==> config.mk <==
export PLATFORM = sky130hd
export DESIGN_NAME = xmodem_receiver_top
export DESIGN_NICKNAME = d
export VERILOG_FILES = /design/src/design/xmr_pkg.sv /design/src/design/xmodem_receiver_top.sv
export SDC_FILE = /design/constraint.sdc
export NUM_CORES = 2
export LEC_CHECK = 0
export BUFFER_PORTS_ARGS = -buffer_cell sky130_fd_sc_hd__buf_2
export CAP_MARGIN = 20
export CELL_PAD_IN_SITES_DETAIL_PLACEMENT = 1
export CELL_PAD_IN_SITES_GLOBAL_PLACEMENT = 2
export CORE_ASPECT_RATIO = 1.25
export CORE_MARGIN = 4
export CORE_UTILIZATION = 33
export CTS_CLUSTER_DIAMETER = 80
export CTS_CLUSTER_SIZE = 40
export DETAILED_ROUTE_END_ITERATION = 7
export PLACE_DENSITY_LB_ADDON = 0.1
export SKIP_LAST_GASP = 1
export SYNTH_ARGS = -nofsm -noshare
export SYNTH_HDL_FRONTEND = slang
export SYNTH_SLANG_ARGS = --single-unit
==> constraint.sdc <==
create_clock -name clk_i -period 13.12 [get_ports clk_i]
set_input_delay 1.312 -clock clk_i [delete_from_list [all_inputs] [get_ports clk_i]]
set_output_delay 1.312 -clock clk_i [all_outputs]
set_load 0.02 [all_outputs]
==> src/design/xmr_pkg.sv <==
// Package for the XMODEM receiver: request and result types, protocol
// characters, result kinds, phase codes and the bytewise CRC-16 step.
// No dependencies.
package xmr_pkg;

  localparam int PacketBytes  = 128;
  localparam int AddrBitsDef  = 24;
  localparam int PollAttempts = 16;
  localparam int QueueDepth   = 8;

  localparam logic [7:0] ChSoh  = 8'h01;
  localparam logic [7:0] ChEot  = 8'h04;
  localparam logic [7:0] ChAck  = 8'h06;
  localparam logic [7:0] ChNak  = 8'h15;
  localparam logic [7:0] ChCan  = 8'h18;
  localparam logic [7:0] ChPoll = 8'h43;

  localparam logic [1:0] OpByte  = 2'd0;
  localparam logic [1:0] OpTick  = 2'd1;
  localparam logic [1:0] OpStart = 2'd2;

  localparam logic [2:0] KindSend    = 3'd0;
  localparam logic [2:0] KindPayload = 3'd1;
  localparam logic [2:0] KindCommit  = 3'd2;
  localparam logic [2:0] KindDiscard = 3'd3;
  localparam logic [2:0] KindEnd     = 3'd4;

  localparam logic [1:0] StComplete  = 2'd0;
  localparam logic [1:0] StCancelled = 2'd1;
  localparam logic [1:0] StNoResp    = 2'd2;
  localparam logic [1:0] StDupLimit  = 2'd3;

  localparam logic [1:0] CfgDestSize  = 2'd0;
  localparam logic [1:0] CfgLongTo    = 2'd1;
  localparam logic [1:0] CfgShortTo   = 2'd2;
  localparam logic [1:0] CfgMaxRetx   = 2'd3;

  typedef enum logic [3:0] {
    PH_IDLE   = 4'b0001,
    PH_POLL   = 4'b0010,
    PH_CAN2   = 4'b0100,
    PH_PACKET = 4'b1000
  } phase_e;

  typedef enum logic [1:0] {
    MODE_NONE = 2'd0,
    MODE_C    = 2'd1,
    MODE_NAK  = 2'd2
  } poll_mode_e;

  typedef struct packed {
    logic [1:0] opcode;
    logic [7:0] rx_byte;
  } in_req_t;

  typedef struct packed {
    logic [2:0]  kind;
    logic [7:0]  data_byte;
    logic [23:0] data_address;
    logic [1:0]  end_status;
    logic [23:0] total_length;
    logic        last;
  } out_res_t;

  function automatic out_res_t mk_res(logic [2:0] kind, logic [7:0] b,
                                      logic [23:0] addr, logic [1:0] st,
                                      logic [23:0] len);
    out_res_t r;
    r.kind         = kind;
    r.data_byte    = b;
    r.data_address = addr;
    r.end_status   = st;
    r.total_length = len;
    r.last         = 1'b0;
    return r;
  endfunction

  // CRC-16/XMODEM, poly 0x1021, MSB first, one byte.
  function automatic logic [15:0] crc_step(logic [15:0] crc, logic [7:0] b);
    logic [15:0] c;
    c = crc ^ {b, 8'h00};
    for (int k = 0; k < 8; k++) begin
      c = c[15] ? ({c[14:0], 1'b0} ^ 16'h1021) : {c[14:0], 1'b0};
    end
    return c;
  endfunction

endpackage

==> src/design/xmodem_receiver_top.sv <==
// XMODEM receiver top level: session control, packet checks and the
// result queue. Depends on xmr_pkg.
//
//  channel  | direction | handshake          | payload
//  ---------+-----------+--------------------+----------------------------
//  in       | in        | in_valid/in_stall  | in_req_i  (opcode, rx_byte)
//  out      | out       | out_valid/out_stall| out_res_o (one result each)
//  cfg      | in        | cfg_valid/ready    | cfg_index_i, cfg_data_i
//
// Each request is worked in the cycle it is accepted; its zero to four
// results enter an eight-entry result queue at once and leave one a cycle
// while out_stall_i is low. A request can be taken every cycle while the
// queue has room for four results; the queue drain (one result per cycle
// while not stalled) sets the sustained rate when requests produce several
// results. Reset clears the session state, the queue and the registers to
// their defaults. The configuration port is always ready.
module xmodem_receiver_top
  import xmr_pkg::*;
#(
  parameter int ADDR_BITS = AddrBitsDef
) (
  input  logic        clk_i,
  input  logic        rst_ni,
  input  logic        in_valid_i,
  output logic        in_stall_o,
  input  in_req_t     in_req_i,
  output logic        out_valid_o,
  input  logic        out_stall_i,
  output out_res_t    out_res_o,
  input  logic        cfg_valid_i,
  output logic        cfg_ready_o,
  input  logic [1:0]  cfg_index_i,
  input  logic [31:0] cfg_data_i
);

  localparam logic [23:0] AddrMask =
    (ADDR_BITS >= 24) ? 24'hFFFFFF : 24'((64'd1 << ADDR_BITS) - 64'd1);
  localparam int PtrW = $clog2(QueueDepth);

  // Configuration registers
  logic [23:0] dest_size_q;
  logic [31:0] long_to_q, short_to_q;
  logic [4:0]  max_retx_q;

  // Session state
  phase_e      phase_q, phase_d;
  poll_mode_e  mode_q, mode_d;
  logic [4:0]  retry_q, retry_d, rleft_q, rleft_d;
  logic        crc_mode_q, crc_mode_d;
  logic [7:0]  exp_q, exp_d, bidx_q, bidx_d, sum_q, sum_d;
  logic [15:0] bac_q, bac_d, crc_q, crc_d, rchk_q, rchk_d;
  logic [23:0] acc_q, acc_d;
  logic [31:0] timer_q, timer_d;

  // Result queue
  out_res_t          queue_q [QueueDepth];
  logic [PtrW-1:0]   wr_q, rd_q;
  logic [PtrW:0]     cnt_q;

  out_res_t    res [4];
  logic [2:0]  n;
  logic        in_acc, pop;

  assign in_stall_o  = cnt_q > (PtrW+1)'(QueueDepth - 4);
  assign in_acc      = in_valid_i && !in_stall_o;
  assign out_valid_o = cnt_q != '0;
  assign out_res_o   = queue_q[rd_q];
  assign pop         = out_valid_o && !out_stall_i;
  assign cfg_ready_o = 1'b1;

  logic [4:0] max_eff;
  assign max_eff = (max_retx_q == 5'd0) ? 5'd1 : max_retx_q;

  always_comb begin
    phase_e      ph;
    logic        do_next, do_resume, ok, okc, open;
    logic [31:0] tinc, lim;
    logic [7:0]  b, bnew, blk, cmp;
    logic [24:0] a;
    logic [23:0] room, cnt_b;
    logic [4:0]  rinc;

    phase_d = phase_q;  mode_d = mode_q;  retry_d = retry_q;  rleft_d = rleft_q;
    crc_mode_d = crc_mode_q;  exp_d = exp_q;  bidx_d = bidx_q;  sum_d = sum_q;
    bac_d = bac_q;  crc_d = crc_q;  rchk_d = rchk_q;  acc_d = acc_q;
    timer_d = timer_q;
    n = '0;
    for (int i = 0; i < 4; i++) res[i] = '0;
    do_next = 1'b0;  do_resume = 1'b0;
    b = in_req_i.rx_byte;
    tinc = (timer_q == 32'hFFFFFFFF) ? timer_q : timer_q + 32'd1;
    lim  = '0;  a = '0;  bnew = '0;  blk = '0;  cmp = '0;
    ok = 1'b0;  okc = 1'b0;  open = 1'b0;  room = '0;  cnt_b = '0;  rinc = '0;

    case (phase_q)
      PH_POLL, PH_CAN2, PH_PACKET: ph = phase_q;
      default:                     ph = PH_IDLE;
    endcase

    if (in_acc) begin
      case (in_req_i.opcode)
        OpStart: begin
          if (ph == PH_PACKET && bidx_q != 8'd0 && bac_q[15:8] == exp_q) begin
            res[n[1:0]] = mk_res(KindDiscard, '0, '0, '0, '0);  n = n + 3'd1;
          end
          retry_d = '0;  mode_d = MODE_C;  crc_mode_d = 1'b0;  exp_d = 8'd1;
          rleft_d = max_eff;  bidx_d = '0;  bac_d = '0;  crc_d = '0;  sum_d = '0;
          rchk_d = '0;  acc_d = '0;  phase_d = PH_POLL;  timer_d = '0;
          res[n[1:0]] = mk_res(KindSend, ChPoll, '0, '0, '0);  n = n + 3'd1;
        end
        OpTick: begin
          if (ph != PH_IDLE) begin
            lim = (ph == PH_POLL) ? long_to_q : short_to_q;
            timer_d = tinc;
            if (tinc >= lim) begin
              timer_d = '0;
              if (ph == PH_PACKET) begin
                if (bidx_q != 8'd0 && bac_q[15:8] == exp_q) begin
                  res[n[1:0]] = mk_res(KindDiscard, '0, '0, '0, '0);  n = n + 3'd1;
                end
                res[n[1:0]] = mk_res(KindSend, ChNak, '0, '0, '0);  n = n + 3'd1;
                do_resume = 1'b1;
              end else begin
                do_next = 1'b1;
              end
            end
          end
        end
        OpByte: begin
          case (ph)
            PH_POLL: begin
              if (b == ChSoh) begin
                if (mode_q == MODE_C) crc_mode_d = 1'b1;
                mode_d = MODE_NONE;  phase_d = PH_PACKET;  bidx_d = '0;
                bac_d = '0;  crc_d = '0;  sum_d = '0;  rchk_d = '0;  timer_d = '0;
              end else if (b == ChEot) begin
                res[0] = mk_res(KindSend, ChAck, '0, '0, '0);
                res[1] = mk_res(KindEnd, '0, '0, StComplete, acc_q);
                n = 3'd2;  phase_d = PH_IDLE;
              end else if (b == ChCan) begin
                phase_d = PH_CAN2;  timer_d = '0;
              end else begin
                do_next = 1'b1;
              end
            end
            PH_CAN2: begin
              if (b == ChCan) begin
                res[0] = mk_res(KindSend, ChAck, '0, '0, '0);
                res[1] = mk_res(KindEnd, '0, '0, StCancelled, acc_q);
                n = 3'd2;  phase_d = PH_IDLE;
              end else begin
                do_next = 1'b1;
              end
            end
            PH_PACKET: begin
              timer_d = '0;
              if (bidx_q == 8'd0) begin
                bac_d = {b, 8'h00};
              end else if (bidx_q == 8'd1) begin
                bac_d = {bac_q[15:8], b};
              end else if (bidx_q < 8'(2 + PacketBytes)) begin
                a = {1'b0, acc_q} + 25'(bidx_q - 8'd2);
                sum_d = sum_q + b;
                crc_d = crc_step(crc_q, b);
                if (bac_q[15:8] == exp_q && a < {1'b0, dest_size_q}) begin
                  res[0] = mk_res(KindPayload, b, a[23:0] & AddrMask, '0, '0);
                  n = 3'd1;
                end
              end else begin
                rchk_d = {rchk_q[7:0], b};
              end
              bnew   = bidx_q + 8'd1;
              bidx_d = bnew;
              if (bnew >= 8'(PacketBytes + 3) + {7'd0, crc_mode_q}) begin
                // Packet complete: check it and answer
                blk  = bac_d[15:8];
                cmp  = bac_d[7:0];
                okc  = crc_mode_q ? (rchk_d == crc_q) : (rchk_d[7:0] == sum_q);
                ok   = blk == ~cmp && (blk == exp_q || blk == exp_q - 8'd1) && okc;
                open = blk == exp_q;
                if (!ok) begin
                  if (open) begin
                    res[n[1:0]] = mk_res(KindDiscard, '0, '0, '0, '0);  n = n + 3'd1;
                  end
                  res[n[1:0]] = mk_res(KindSend, ChNak, '0, '0, '0);  n = n + 3'd1;
                  do_resume = 1'b1;
                end else if (blk == exp_q) begin
                  room  = dest_size_q - acc_q;
                  cnt_b = (dest_size_q <= acc_q) ? 24'd0 :
                          (room > 24'(PacketBytes)) ? 24'(PacketBytes) : room;
                  acc_d = acc_q + cnt_b;
                  exp_d = exp_q + 8'd1;
                  rleft_d = max_eff;
                  res[0] = mk_res(KindCommit, '0, '0, '0, '0);
                  res[1] = mk_res(KindSend, ChAck, '0, '0, '0);
                  n = 3'd2;  do_resume = 1'b1;
                end else if (rleft_q <= 5'd1) begin
                  // Too many duplicates: cancel the session
                  rleft_d = '0;
                  res[0] = mk_res(KindSend, ChCan, '0, '0, '0);
                  res[1] = mk_res(KindSend, ChCan, '0, '0, '0);
                  res[2] = mk_res(KindSend, ChCan, '0, '0, '0);
                  res[3] = mk_res(KindEnd, '0, '0, StDupLimit, acc_q);
                  n = 3'd4;  phase_d = PH_IDLE;
                end else begin
                  rleft_d = rleft_q - 5'd1;
                  res[0] = mk_res(KindSend, ChAck, '0, '0, '0);
                  n = 3'd1;  do_resume = 1'b1;
                end
              end
            end
            default: ;
          endcase
        end
        default: ;
      endcase

      if (do_resume) begin
        retry_d = '0;  phase_d = PH_POLL;  timer_d = '0;
      end

      if (do_next) begin
        // Next polling attempt: fall back to NAK after the 'C' attempts
        rinc    = retry_q + 5'd1;
        retry_d = rinc;
        if (rinc < 5'(PollAttempts)) begin
          phase_d = PH_POLL;  timer_d = '0;
          if (mode_q == MODE_C) begin
            res[0] = mk_res(KindSend, ChPoll, '0, '0, '0);  n = 3'd1;
          end else if (mode_q == MODE_NAK) begin
            res[0] = mk_res(KindSend, ChNak, '0, '0, '0);  n = 3'd1;
          end
        end else if (mode_q == MODE_C) begin
          mode_d = MODE_NAK;  retry_d = '0;  phase_d = PH_POLL;  timer_d = '0;
          res[0] = mk_res(KindSend, ChNak, '0, '0, '0);  n = 3'd1;
        end else begin
          res[0] = mk_res(KindSend, ChCan, '0, '0, '0);
          res[1] = mk_res(KindSend, ChCan, '0, '0, '0);
          res[2] = mk_res(KindSend, ChCan, '0, '0, '0);
          res[3] = mk_res(KindEnd, '0, '0, StNoResp, acc_q);
          n = 3'd4;  phase_d = PH_IDLE;
        end
      end
    end
  end

  always_ff @(posedge clk_i or negedge rst_ni) begin
    if (!rst_ni) begin
      dest_size_q <= 24'd65536;
      long_to_q   <= 32'd2000;
      short_to_q  <= 32'd1000;
      max_retx_q  <= 5'd25;
      phase_q     <= PH_IDLE;
      mode_q      <= MODE_C;
      retry_q     <= '0;
      rleft_q     <= 5'd25;
      crc_mode_q  <= 1'b0;
      exp_q       <= 8'd1;
      bidx_q      <= '0;
      sum_q       <= '0;
      bac_q       <= '0;
      crc_q       <= '0;
      rchk_q      <= '0;
      acc_q       <= '0;
      timer_q     <= '0;
      wr_q        <= '0;
      rd_q        <= '0;
      cnt_q       <= '0;
    end else begin
      if (cfg_valid_i && cfg_ready_o) begin
        case (cfg_index_i)
          CfgDestSize: dest_size_q <= cfg_data_i[23:0];
          CfgLongTo:   long_to_q   <= cfg_data_i;
          CfgShortTo:  short_to_q  <= cfg_data_i;
          CfgMaxRetx:  max_retx_q  <= cfg_data_i[4:0];
          default: ;
        endcase
      end
      phase_q    <= phase_d;
      mode_q     <= mode_d;
      retry_q    <= retry_d;
      rleft_q    <= rleft_d;
      crc_mode_q <= crc_mode_d;
      exp_q      <= exp_d;
      bidx_q     <= bidx_d;
      sum_q      <= sum_d;
      bac_q      <= bac_d;
      crc_q      <= crc_d;
      rchk_q     <= rchk_d;
      acc_q      <= acc_d;
      timer_q    <= timer_d;
      wr_q       <= wr_q + PtrW'(n);
      if (pop) rd_q <= rd_q + PtrW'(1);
      cnt_q <= cnt_q + (PtrW+1)'(n) - (PtrW+1)'(pop);
    end
  end

  // Queue entries: each slot takes the result whose offset from the write
  // pointer matches it; mark the final result of the request.
  always_ff @(posedge clk_i) begin
    for (int j = 0; j < QueueDepth; j++) begin
      logic [PtrW-1:0] off;
      out_res_t        ent;
      off = PtrW'(j) - wr_q;
      ent = res[off[1:0]];
      ent.last = ({1'b0, off} == (PtrW+1)'(n - 3'd1));
      if ({1'b0, off} < (PtrW+1)'(n)) begin
        queue_q[j] <= ent;
      end
    end
  end

endmodule

# After elaboration in Yosys (flattened, before gate mapping)

Memories as Yosys holds them, arrays and structs flattened.
Cells that the tools add are included.
Widths: inputs -> output; s select.

Add/subtract/negate cells: 29
Multiply operators: 0
Div/mod/pow operators: 0
Magnitude comparators: 33
Equal/unequal tests: 52
Shift operators: 0
Muxes and demuxes: 264
Bitwise logic cells: 34
Reduce and logical (&&, ||, !) cells: 40

Operators with widths:

| kind              | count |
|---|---|
| $mux 248          | 13 |
| $mux 62           | 37 |
| $bmux 62 s2       | 8 |
| $pmux 248 s3      | 1 |
| $and 236x236->236 | 3 |
| $not 236->236     | 3 |
| $demux 62 s2      | 4 |
| $mux 186          | 2 |
| $pmux 124 s3      | 1 |
| $mux 32           | 11 |
| $mux 116          | 3 |
| $mux 124          | 2 |
| $reduce_or 62->1  | 4 |
| $and 240x240->240 | 1 |
| $mux 60           | 4 |
| $not 240->240     | 1 |
| $mux 16           | 14 |
| $pmux 16 s2       | 6 |
| $mux 180          | 1 |
| $mux 24           | 6 |
| $mux 123          | 1 |
| $mux 61           | 2 |
| $mux 13           | 8 |
| $mux 3            | 33 |
| 89 further kinds  | 283 |

Register bits: 248
Bits in latches: 0
RAM bits: 496
Memory bits (read-only): 0
Output and inout port bits: 65
Word-level logic and storage cells: 473
Memories kept: 1

Memory list:

| memory  | depth | width | read ports | clocked after Yosys merged registers in | write ports | RTL line                  | RTL |
|---|---|---|---|---|---|---|---|
| queue_q | 8     | 62    | 1          | 0                                       | 4           | xmodem_receiver_top.sv:56 | `out_res_t queue_q [QueueDepth];` |

# Logic depth before layout (Yosys ltp)

Word-level depth: 38
Depth in mapped cells: 37
Depth with buffers taken out: 35

# Worst setup path before layout

No wires, ideal clock.

Path kind: register -> register
Start: reg bidx_q[2]
End: mem queue_q[3][0] (netlist bit) (enable)
Setup time: 502 ps
Arrival: 10625 ps
Setup slack: 1992 ps
Stages on the path, launching flop included: 27
Period minus slack after synthesis: 11128 ps
Cell sequence: dfrtp_1 buf_4 or4_4 buf_2 nor3_1 ha_1 a21o_1 a21o_1 a21oi_1 o31ai_1 a21o_1 a21oi_1 xor2_1 inv_1 ha_1 nand2_1 or4_1 o221ai_1 a211o_1 a211o_1 clkbuf_1 ha_1 nor3_1 o41ai_1 ha_1 a21o_1 a21oi_1

RTL lines:

| element                | RTL line                   | RTL |
|---|---|---|
| start, declared        | xmodem_receiver_top.sv:50  | `logic [7:0] exp_q, exp_d, bidx_q, bidx_d, sum_q, sum_d;` |
| start signal, assigned | xmodem_receiver_top.sv:285 | `bidx_q <= bidx_d;` |
| end, declared          | xmodem_receiver_top.sv:56  |  |

==> reports/results.tsv <==
stage	metric	value	unit
grt	track_usage	0.210	
drt	wl_per_cell	26.8	um
hold_path	min_from	timer_q[31]$_DFFE_PN0P_	
sta	fin_ws	3340	ps
logic_synthesis	yosysUniqueCellTypes	95	
drt	drt_drc_violations_left	0	
placement	dp_cells	4935	
sta	period_needed	9780	ps
sta	worst_slew_margin_rel	0.238	
setup_path	worstSetupStartpointType	register	
setup_path	r2r-end	queue_q[4][2]$_DFFE_PN_	
sta	finalSetupTns	0	ps
power	ir_drop	0.262	mV
logic_synthesis	ys.flop_type	edfxtp_1	
grt	grtUsageMet1	0.266	
sta	setup_viol	0	
grt	grt_busiest_layer	met2	
logic_synthesis	async_reset_ff_frac	0.333	
drt	first_pass_iters	5	
floorplanning	die_h	398	um
clocking	cts_hold_buffers	0	
setup_path	worstPathMaxFanout	42	
layout	instances_no_fill	5014	
drt	ant_nets	0	
sta	timing.hold.ws	491	ps
clocking	cts_resized	0	
clocking	clock-sinks	744	
grt	grt_pass1_wl	202000	um
logic_synthesis	ys_seq_area_frac	0.527	
logic_synthesis	synth_edf_count	496	
floorplanning	die-width	320	um
logic_synthesis	netlist.area_leader.share	0.372	
grt	overflow	0	
placement	dpl.hpwl	95600	um
clocking	post_cts.repair.setup_buffers	0	
layout	area_delta_synth_final	10.6	%
logic_synthesis	yosysTopAreaCell	edfxtp_1	
grt	grt_pass1_vias	30300	
hold_path	holdPathStages	1	
power	finalPower	10.8	mW
setup_path	timing.rr.start	bidx_q[2]$_DFFE_PN0P_	
logic_synthesis	syn_area_per_cell	12.0	sq um
placement	gp_congestion	0.841	
clocking	path_clk_slew	100	ps
logic_synthesis	synth-seq-cells	744	
outcome	status	complete, no violations	
sta	skew	69.2	ps
layout	drive_gt1_frac	0.174	
placement	io_buffers	112	
setup_path	slowest_stage	buf_4	
layout	seq_area	0.0211	sq mm
grt	grt_max_degree	150	
logic_synthesis	synth_area_leaders	edfxtp_1, dfrtp_1, mux4_2	
sta	final_max_slew_viol_count	0	
flow_run	maxCapViolCount	0	
setup_path	critPathKind	reg -> reg	
grt	use_met3	0.0171	
setup_path	r2r_slack	3340	ps
power	power_leakage	17.5	nW
sta	grt_setup_unrepaired	no	
grt	use_met2	0.386	
sta	max_freq	102	MHz
logic_synthesis	synthesis.area	0.0401	sq mm
drt	vias_per_cell	5.50	
layout	nFillCells	12900	
setup_path	worstPathArrival	10020	ps
floorplanning	pin_count	114	
grt	antenna_found_initial	4	
sta	fin_crit_sh	0.745	
setup_path	endpoint_kind	register	
logic_synthesis	netlist_instances	3324	
clocking	numCtsBuffers	41	
clocking	cts-htree-levels	2	
clocking	cts_tree	built	
sta	tightestPinTransition	1140	ps
setup_path	crit_required	13370	ps
hold_path	hold_path_end	timer_q[31]$_DFFE_PN0P_	
floorplanning	rows	142	
clocking	worstSkewPairLatency	660	ps
logic_synthesis	ys_warn_count	0	
hold_path	hold_class	reg -> reg	
placement	dp_slack	3240	ps
drt	wl	134000	um
drt	drt-initial-drc-count	1657	
sta	final-hold-violation-count	0	
floorplanning	core	0.120	sq mm
clocking	clockRootBuffer	clkbuf_16	
layout	finalNetCount	3631	
floorplanning	start_util	0.333	
floorplanning	dieArea	0.127	sq mm
setup_path	slowest_delay	810	ps
power	power-per-cell-area	245	mW/mm^2
clocking	clockBufferDepth	3	
drt	num_vias	27600	
layout	multi_input_area	0.0180	sq mm
setup_path	r2r_cells	30	
[cells in the mapped netlist, drive strengths merged (57+ instances only)]
master and number:
a21o 57, a21oi 141, nor3 112, xor2 88, clkbuf 125, edfxtp 496, o21ai 205, nand3 97
nor2 257, dfrtp 226, mux2 142, xnor2 95, inv 140, nand2 190, ha 180, mux4 124
[layer usage]
layer	up-vias	share of wire	wire, um
li1	12600	-	-
met1	14500	0.42	56900
met2	419	0.52	70000
met3	107	0.028	3790
met4	0	0.028	3750
met5	-	0	0
[worst max-delay path, delay by kind of cell (launching register included)]
family / cells / cell delay (ps)
compound gates: 13 / 4260
buf+inv: 6 / 1500
simple gates: 6 / 1470
fa+ha+maj: 4 / 1170
flops: 1 / 520
xor+xnor: 1 / 420
[kinds of logic after synthesis]
family | synth area share
AOI/OAI and AO/OA | 0.104
xor gates and xnor gates | 0.0412
adders and majority gates | 0.0592
buffers and inverters | 0.0286
DFF | 0.527
muxes | 0.123
other | 0.000187
and+or+nand+nor | 0.116
[sequential cells by signal (all words and copies together) (netlist names)]
signal and flops:
acc_q 24, bac_q 16, bidx_q 8, cnt_q 4
crc_mode_q 1, crc_q 16, dest_size_q 24, exp_q 8
long_to_q 32, max_retx_q 5, mode_q 2, phase_q 4
queue_q 496, rchk_q 16, rd_q 3, retry_q 5
rleft_q 5, short_to_q 32, sum_q 8, timer_q 32
wr_q 3
[where the power goes]
part           switching [mW]  internal, mW
combinational            3.26          1.78
sequential              0.419          3.73
clock                   0.959         0.691
total                    4.64          6.20
[per-stage QoR]
stage / area (sq um) / util
final: 44300 / 0.368
after detailed placement: 42600 / 0.355
after global routing: 44300 / 0.368
after global placement: 42600 / 0.354
after CTS: 44300 / 0.368
after floorplan: 40100 / -
[worst max-delay path by stage]
stage	end	depth (start not counted)	slack (ps)	from
2_1_floorplan	queue_q[3][0]$_DFFE_PN_	26	1990	bidx_q[2]$_DFFE_PN0P_
3_3_place_gp	queue_q[6][11]$_DFFE_PN_	24	3560	timer_q[26]$_DFFE_PN0P_
3_5_place_dp	queue_q[6][9]$_DFFE_PN_	30	3240	bidx_q[2]$_DFFE_PN0P_
4_1_cts	queue_q[6][2]$_DFFE_PN_	30	3260	bidx_q[2]$_DFFE_PN0P_
5_1_grt	queue_q[4][2]$_DFFE_PN_	24	2530	timer_q[26]$_DFFE_PN0P_
6_report	queue_q[4][2]$_DFFE_PN_	30	3340	bidx_q[2]$_DFFE_PN0P_
[placed cells by master (no fill, tap or decap), types with 12 or more instances in the layout]
| cell type | instances |
|---|---|
| edfxtp_1 | 496 |
| nor2_1 | 257 |
| dfrtp_1 | 222 |
| o21ai_0 | 199 |
| nand2_1 | 187 |
| ha_1 | 180 |
| mux2_2 | 142 |
| inv_1 | 138 |
| a21oi_1 | 128 |
| mux4_2 | 124 |
| buf_2 | 111 |
| nor3_1 | 109 |
| nand3_1 | 94 |
| xnor2_1 | 93 |
| xor2_1 | 87 |
| a21o_1 | 57 |
| buf_4 | 56 |
| and3_1 | 52 |
| mux2i_1 | 52 |
| a22o_1 | 52 |
| clkbuf_16 | 42 |
| nor2b_1 | 34 |
| nand4_1 | 32 |
| nand2b_1 | 31 |
| and2_1 | 30 |
| nor4_1 | 26 |
| a31oi_1 | 22 |
| dfstp_2 | 22 |
| o21a_1 | 19 |
| o31ai_1 | 19 |
| o211ai_1 | 17 |
| conb_1 | 16 |
| a211oi_1 | 15 |
| a211o_1 | 12 |
| or2_2 | 12 |
| o22ai_1 | 12 |
| or4_1 | 12 |
[layout make-up]
class	count	share of cell area
well taps	1584	0.0447
inverters	140	0.0119
flip-flops and latches	744	0.477
diodes	1	0.0000565
multi-input cells	2298	0.406
clock inverters	33	0.0127
repair buffers	171	0.0237
clock buffers	43	0.0238
Power figures use the tool's default switching activity.
